===== config.mk =====
export PLATFORM = sky130hd
export DESIGN_NAME = slia_ctrl
export DESIGN_NICKNAME = d
export VERILOG_FILES = /design/src/design/slia_pkg.sv /design/src/design/slia_ctrl.sv
export VERILOG_INCLUDE_DIRS = /design/src /design/src/design
export SDC_FILE = /design/constraint.sdc
export NUM_CORES = 1
export LEC_CHECK = 0
export BUFFER_PORTS_ARGS = -buffer_cell sky130_fd_sc_hd__buf_4
export CAP_MARGIN = 15
export CELL_PAD_IN_SITES_DETAIL_PLACEMENT = 2
export CELL_PAD_IN_SITES_GLOBAL_PLACEMENT = 2
export CORE_AREA = 2 2 39 41
export CTS_CLUSTER_SIZE = 20
export DETAILED_ROUTE_END_ITERATION = 8
export DIE_AREA = 0 0 41 43
export HOLD_SLACK_MARGIN = 0.12
export PLACE_DENSITY_LB_ADDON = 0.1
export RECOVER_POWER = 50
export SETUP_SLACK_MARGIN = 0.02
export SLEW_MARGIN = 15
export SYNTH_ARGS = -nofsm -noshare
export SYNTH_HDL_FRONTEND = slang
export SYNTH_SLANG_ARGS = --single-unit

===== constraint.sdc =====
create_clock -name clk -period 0.9 [get_ports clk]
set_input_delay 0.045 -clock clk [delete_from_list [all_inputs] [get_ports clk]]
set_output_delay 0.045 -clock clk [all_outputs]
set_load 0.1 [all_outputs]

===== src/design/spline_lut_interp_accumulator_macros.svh =====
// Assertion macros shared by the spline LUT interpolation accumulator RTL.
// Self-contained; the bodies compile away when SYNTHESIS is defined.
`ifndef SPLINE_LUT_INTERP_ACCUMULATOR_MACROS_SVH
`define SPLINE_LUT_INTERP_ACCUMULATOR_MACROS_SVH
`ifndef SYNTHESIS
// Property that must hold at every clock edge outside reset.
`define SLIA_ASSERT(lbl, clk, rst_n, prop, msg) \
	lbl: assert property (@(posedge clk) disable iff (!rst_n) prop) else $error(msg);
// Condition in one cycle implies a condition in the next.
`define SLIA_ASSERT_NEXT(lbl, clk, rst_n, pre, post, msg) \
	lbl: assert property (@(posedge clk) disable iff (!rst_n) pre |=> post) else $error(msg);
`else
`define SLIA_ASSERT(lbl, clk, rst_n, prop, msg)
`define SLIA_ASSERT_NEXT(lbl, clk, rst_n, pre, post, msg)
`endif
`endif


===== src/design/slia_pkg.sv =====
// Shared types and constants for the spline LUT interpolation accumulator.
// No dependencies.
`default_nettype none
package slia_pkg;
	localparam int TABLE_DEPTH = 2048;
	localparam int TABLE_AW    = 11;
	localparam int WORD_W      = 16;
	localparam int Q_W         = 32;
	localparam int ISW_W       = 31;
	localparam int FRAC_W      = 8;
	localparam int REG_IDX_W   = 2;

	localparam logic [REG_IDX_W-1:0] REG_DOMAIN_MIN = 2'd0;
	localparam logic [REG_IDX_W-1:0] REG_DOMAIN_MAX = 2'd1;
	localparam logic [REG_IDX_W-1:0] REG_INV_SEG_W  = 2'd2;

	localparam logic OP_TABLE_WRITE = 1'b0;
	localparam logic OP_SAMPLE      = 1'b1;

	// Controller to datapath commands
	typedef struct packed {
		logic tbl_wr;
		logic cap_sample;
		logic do_mul;
		logic do_idx;
		logic do_interp;
		logic do_acc;
	} slia_cmd_t;

	// Datapath to controller status
	typedef struct packed {
		logic last_edge;
		logic out_busy;
	} slia_sts_t;
endpackage
`default_nettype wire


===== src/design/slia_ctrl.sv =====
// Sequencer for the spline LUT interpolation accumulator.
// Depends on slia_pkg and spline_lut_interp_accumulator_macros.svh.
`default_nettype none
`include "spline_lut_interp_accumulator_macros.svh"
module slia_ctrl import slia_pkg::*; (
	input  wire        clk,
	input  wire        arst_n,
	input  wire        in_valid,
	output logic       in_ready,
	input  wire        opcode,
	input  slia_sts_t  sts,
	output slia_cmd_t  cmd
);
	localparam logic [2:0] ST_IDLE   = 3'd0;
	localparam logic [2:0] ST_MUL    = 3'd1;
	localparam logic [2:0] ST_IDX    = 3'd2;
	localparam logic [2:0] ST_READ   = 3'd3;
	localparam logic [2:0] ST_INTERP = 3'd4;
	localparam logic [2:0] ST_ACC    = 3'd5;

	logic [2:0] state_q;
	logic [2:0] state_d;
	logic       accept;

	assign in_ready = (state_q == ST_IDLE);
	assign accept   = in_valid && in_ready;

	always_comb begin
		cmd            = '0;
		cmd.tbl_wr     = accept && (opcode == OP_TABLE_WRITE);
		cmd.cap_sample = accept && (opcode == OP_SAMPLE);
		cmd.do_mul     = (state_q == ST_MUL);
		cmd.do_idx     = (state_q == ST_IDX);
		cmd.do_interp  = (state_q == ST_INTERP);
		// the final edge waits until the output register is free
		cmd.do_acc     = (state_q == ST_ACC) && !(sts.last_edge && sts.out_busy);
	end

	always_comb begin
		state_d = state_q;
		unique case (state_q)
			ST_IDLE: begin
				if (cmd.cap_sample) state_d = ST_MUL;
			end
			ST_MUL:    state_d = ST_IDX;
			ST_IDX:    state_d = ST_READ;
			ST_READ:   state_d = ST_INTERP;
			ST_INTERP: state_d = ST_ACC;
			ST_ACC: begin
				if (cmd.do_acc) state_d = ST_IDLE;
			end
			default:   state_d = ST_IDLE;
		endcase
	end

	always_ff @(posedge clk or negedge arst_n) begin
		if (!arst_n) begin
			state_q <= ST_IDLE;
		end else begin
			state_q <= state_d;
		end
	end

	`SLIA_ASSERT_NEXT(a_sample_starts, clk, arst_n, cmd.cap_sample, state_q == ST_MUL, "sample transfer did not start the sequence")
	`SLIA_ASSERT(a_no_result_overrun, clk, arst_n, cmd.do_acc && sts.last_edge |-> !sts.out_busy, "result overwrites an untaken result")
	`SLIA_ASSERT(a_one_command, clk, arst_n, $onehot0(cmd), "more than one datapath command at once")
endmodule
`default_nettype wire


# [Word-level counts from Yosys, hierarchy flattened]
# Index checks and enable logic that the tools add are counted.
# W data, S select, Z words.
[word_totals] output_inout_bits=7 wordCells=20 register_bits=3 input_bits=6
[classes] n_eq_ne=7 bitwise=1 n_mux=3 n_reduce_logical=8
[op_table] cell="$pmux W3 S6" count=1
[op_table] cell="$eq A3 B2 Y1 const B" count=2
[op_table] cell="$eq A3 B3 Y1 const B" count=2
[op_table] cell="$mux W3" count=2
[op_table] cell="$logic_and A1 B1 Y1" count=5
[op_table] cell="$eq A3 B1 Y1 const B" count=1
[op_table] cell="$logic_not A3 Y1" count=1
[op_table] cell="$ne A2 B1 Y1 const B" count=1
[op_table] cell="$ne A2 B2 Y1 const B" count=1
[op_table] cell="$reduce_and A2 Y1" count=1
[op_table] cell="$logic_not A1 Y1" count=1
[op_table] cell="$not A1 Y1" count=1

# [Depth between registers and ports, before layout]
[logic_depth] word_depth=5 depth_mapped=2 ltp_nobuf=2

# [Worst setup path before layout]
# Ideal clock, no wire load.
[synth_timing] path_kind="reg-to-reg" from="register state_q[2]" to="register state_q[1]" synth_period_minus_slack_ps=3031 required_ps=822 t_arrival_ps=2953 stages_incl_launch_ff=3 slack_ps=-2131 setup_time_ps=78 path_buffers=0 cell_sequence="dfrtp_1 > nor3b_1 > or2_1"
[synth_lines] element="start, declared" line_no="slia_ctrl.sv:21" text="logic [2:0] state_q;"
[synth_lines] element="start signal, assigned" line_no="slia_ctrl.sv:60" text="state_q <= state_d;"

==> results.ini <==
[clock_network]
cts_tree=built
cts-root-buf=clkbuf_4
cts_sinks=3
path_clk_slew_ns=0.04
clock_latency_ns=0.23
cts_made_buffers=3
htree_num_levels=1
cts_buffer_depth=2

[timing]
finClkSkew_ns=0.000814
final.min_clock_period_ns=1.37
layout_setup_ws_ns=-0.468
hold_slack_ns=0.109
period_share_pct=152
slew_viol_final=0
setup_tns_ns=-3.50
hold_violations=0
setup_viol=10
worst_slew_pin_slew_ns=0.290
slew_headroom_pct=80.5
clock.fmax_mhz=731
rsz0062_at_grt=true

[run_status]
status=finished, violations left
violations=negative setup slack

[place]
place.port_buffers=12
dp_hpwl_um=675
place_congestion=0.754
dp_slack_ns=-0.314
placed_cells=54

[cells_and_area]
syn_to_final_growth_pct=203
final_common_cell=buf_4
nets=50
antennaDiodeCount=0
largest_register=state_q
largest_reg_flops=3
layout_common_cells=buf_4 (11), buf_12 (8), clkbuf_4 (3), dfrtp_2 (3)
final_cells=59
reg.largest.list=state_q: 3 flops
drive_gt1_share_pct=81.4

[logic_synthesis]
netlist_area_um2=181
ys_warn_count=0
syn_inst=18
syn-num-nets=24
ys_seq_area_share_pct=41.4
avgSynthCellArea_um2=10.1
ys_ff_latch=3
synth_cell_types=15

[floorplan]
floorplan.initialDensity_pct=13.1
boundaryPins=13
die_h_um=43
core_area_um2=1380
dieArea_um2=1760
die_x_um=41
std_cell_rows=14

[worst_setup_path]
critical_path_arrival_ns=1.32
cp_max_fo=5
crit_type=reg2out
worstSetupEndpointType=output port
critical_path.startpoint_type=flop
required_ns=0.85

[grt]
first_global_vias=347
grt_max_degree=6
grt_usage_pct=12.8
grt_pass1_wl_mm=1.41
overflow=0
antenna_found_initial=0

[routing]
drt_pre_antenna_iters=1
vias_per_cell=4.34
ant_nets=0
vias=256
drc_errors=0
drtIter0Drc=0
wire_per_inst_um=14.3
wl_um=842

[job]
drv_cap=0

[worst_hold_path]
worstHoldPathType=in2reg

Yosys cell counts:
cell / instances / share of area, %
dfrtp_1: 3 / 41
nor3b_1: 2 / 8.3
a211oi_1: 1 / 4.1
a21boi_1: 1 / 4.1
a221oi_1: 1 / 4.8
and3_1: 1 / 3.5
and3b_1: 1 / 4.8
nand2b_2: 1 / 4.8
nand3_1: 1 / 2.8
nand3b_1: 1 / 4.1
nor2_1: 1 / 2.1
nor2b_1: 1 / 3.5
nor3_2: 1 / 5.5
o21ai_1: 1 / 2.8
or2_1: 1 / 3.5
what timing repair did:
action / in CTS / in global routing
hold buffers: 1 / 0
hold endpoints to repair: 4 / 0
cloned: 0 / 0
gates resized for setup: 24 / 0
endpoints found under the setup margin: 10 / 10
pin swaps: 1 / 1
setup buffers: 1 / 0
worst paths after layout:
kind                                   startpoint                endpoint  slack, ns  depth (start not counted)
setup reg to reg           state_q[1]$_DFFE_PN0P_  state_q[1]$_DFFE_PN0P_      -0.24                          3
hold / removal                             sts[0]  state_q[2]$_DFFE_PN0P_       0.11                          3
min in group asynchronous                  arst_n  state_q[1]$_DFFE_PN0P_       0.17                          2
setup / recovery           state_q[1]$_DFFE_PN0P_                  cmd[5]      -0.47                          3
hold reg to reg            state_q[1]$_DFFE_PN0P_  state_q[2]$_DFFE_PN0P_       0.63                          2
max in group asynchronous                  arst_n  state_q[0]$_DFFE_PN0P_       0.55                          2
kinds of logic after synthesis:
family | count (synthesis) | share of synthesized area [%]
and+or+nand+nor | 11 | 42.8
DFF | 3 | 41.4
AOI/OAI and AO/OA | 4 | 15.9
per-layer routing:
metal	wire [um]	vias to the layer above	global-route usage, %
met3	15	0	0
met2	583	5	24.7
met4	0	0	12.0
met5	0	-	0
met1	243	133	9.71
li1	-	118	-
stage by stage:
step	util [%]	cell area [um2]
final	39.8	551
after CTS	40.9	566
after global routing	39.8	551
after global placement	30.3	419
after floorplan	-	236
after detailed placement	30.3	419
layout make-up:
type	count	area, um2
multi-input combinational	15	169
tap	16	20.0
fill	144	833
timing repair buffer	21	256
clock buffer	4	26.3
sequential	3	78.8
worst max-delay path, stage by stage (launching register included):
cell	delay, ns
dfrtp_2	0.45
nor3_4	0.24
and3b_4	0.23
buf_12	0.17
Power is not shown: default switching activity piles up to over one toggle a cycle in this logic, so the estimate is an artifact.
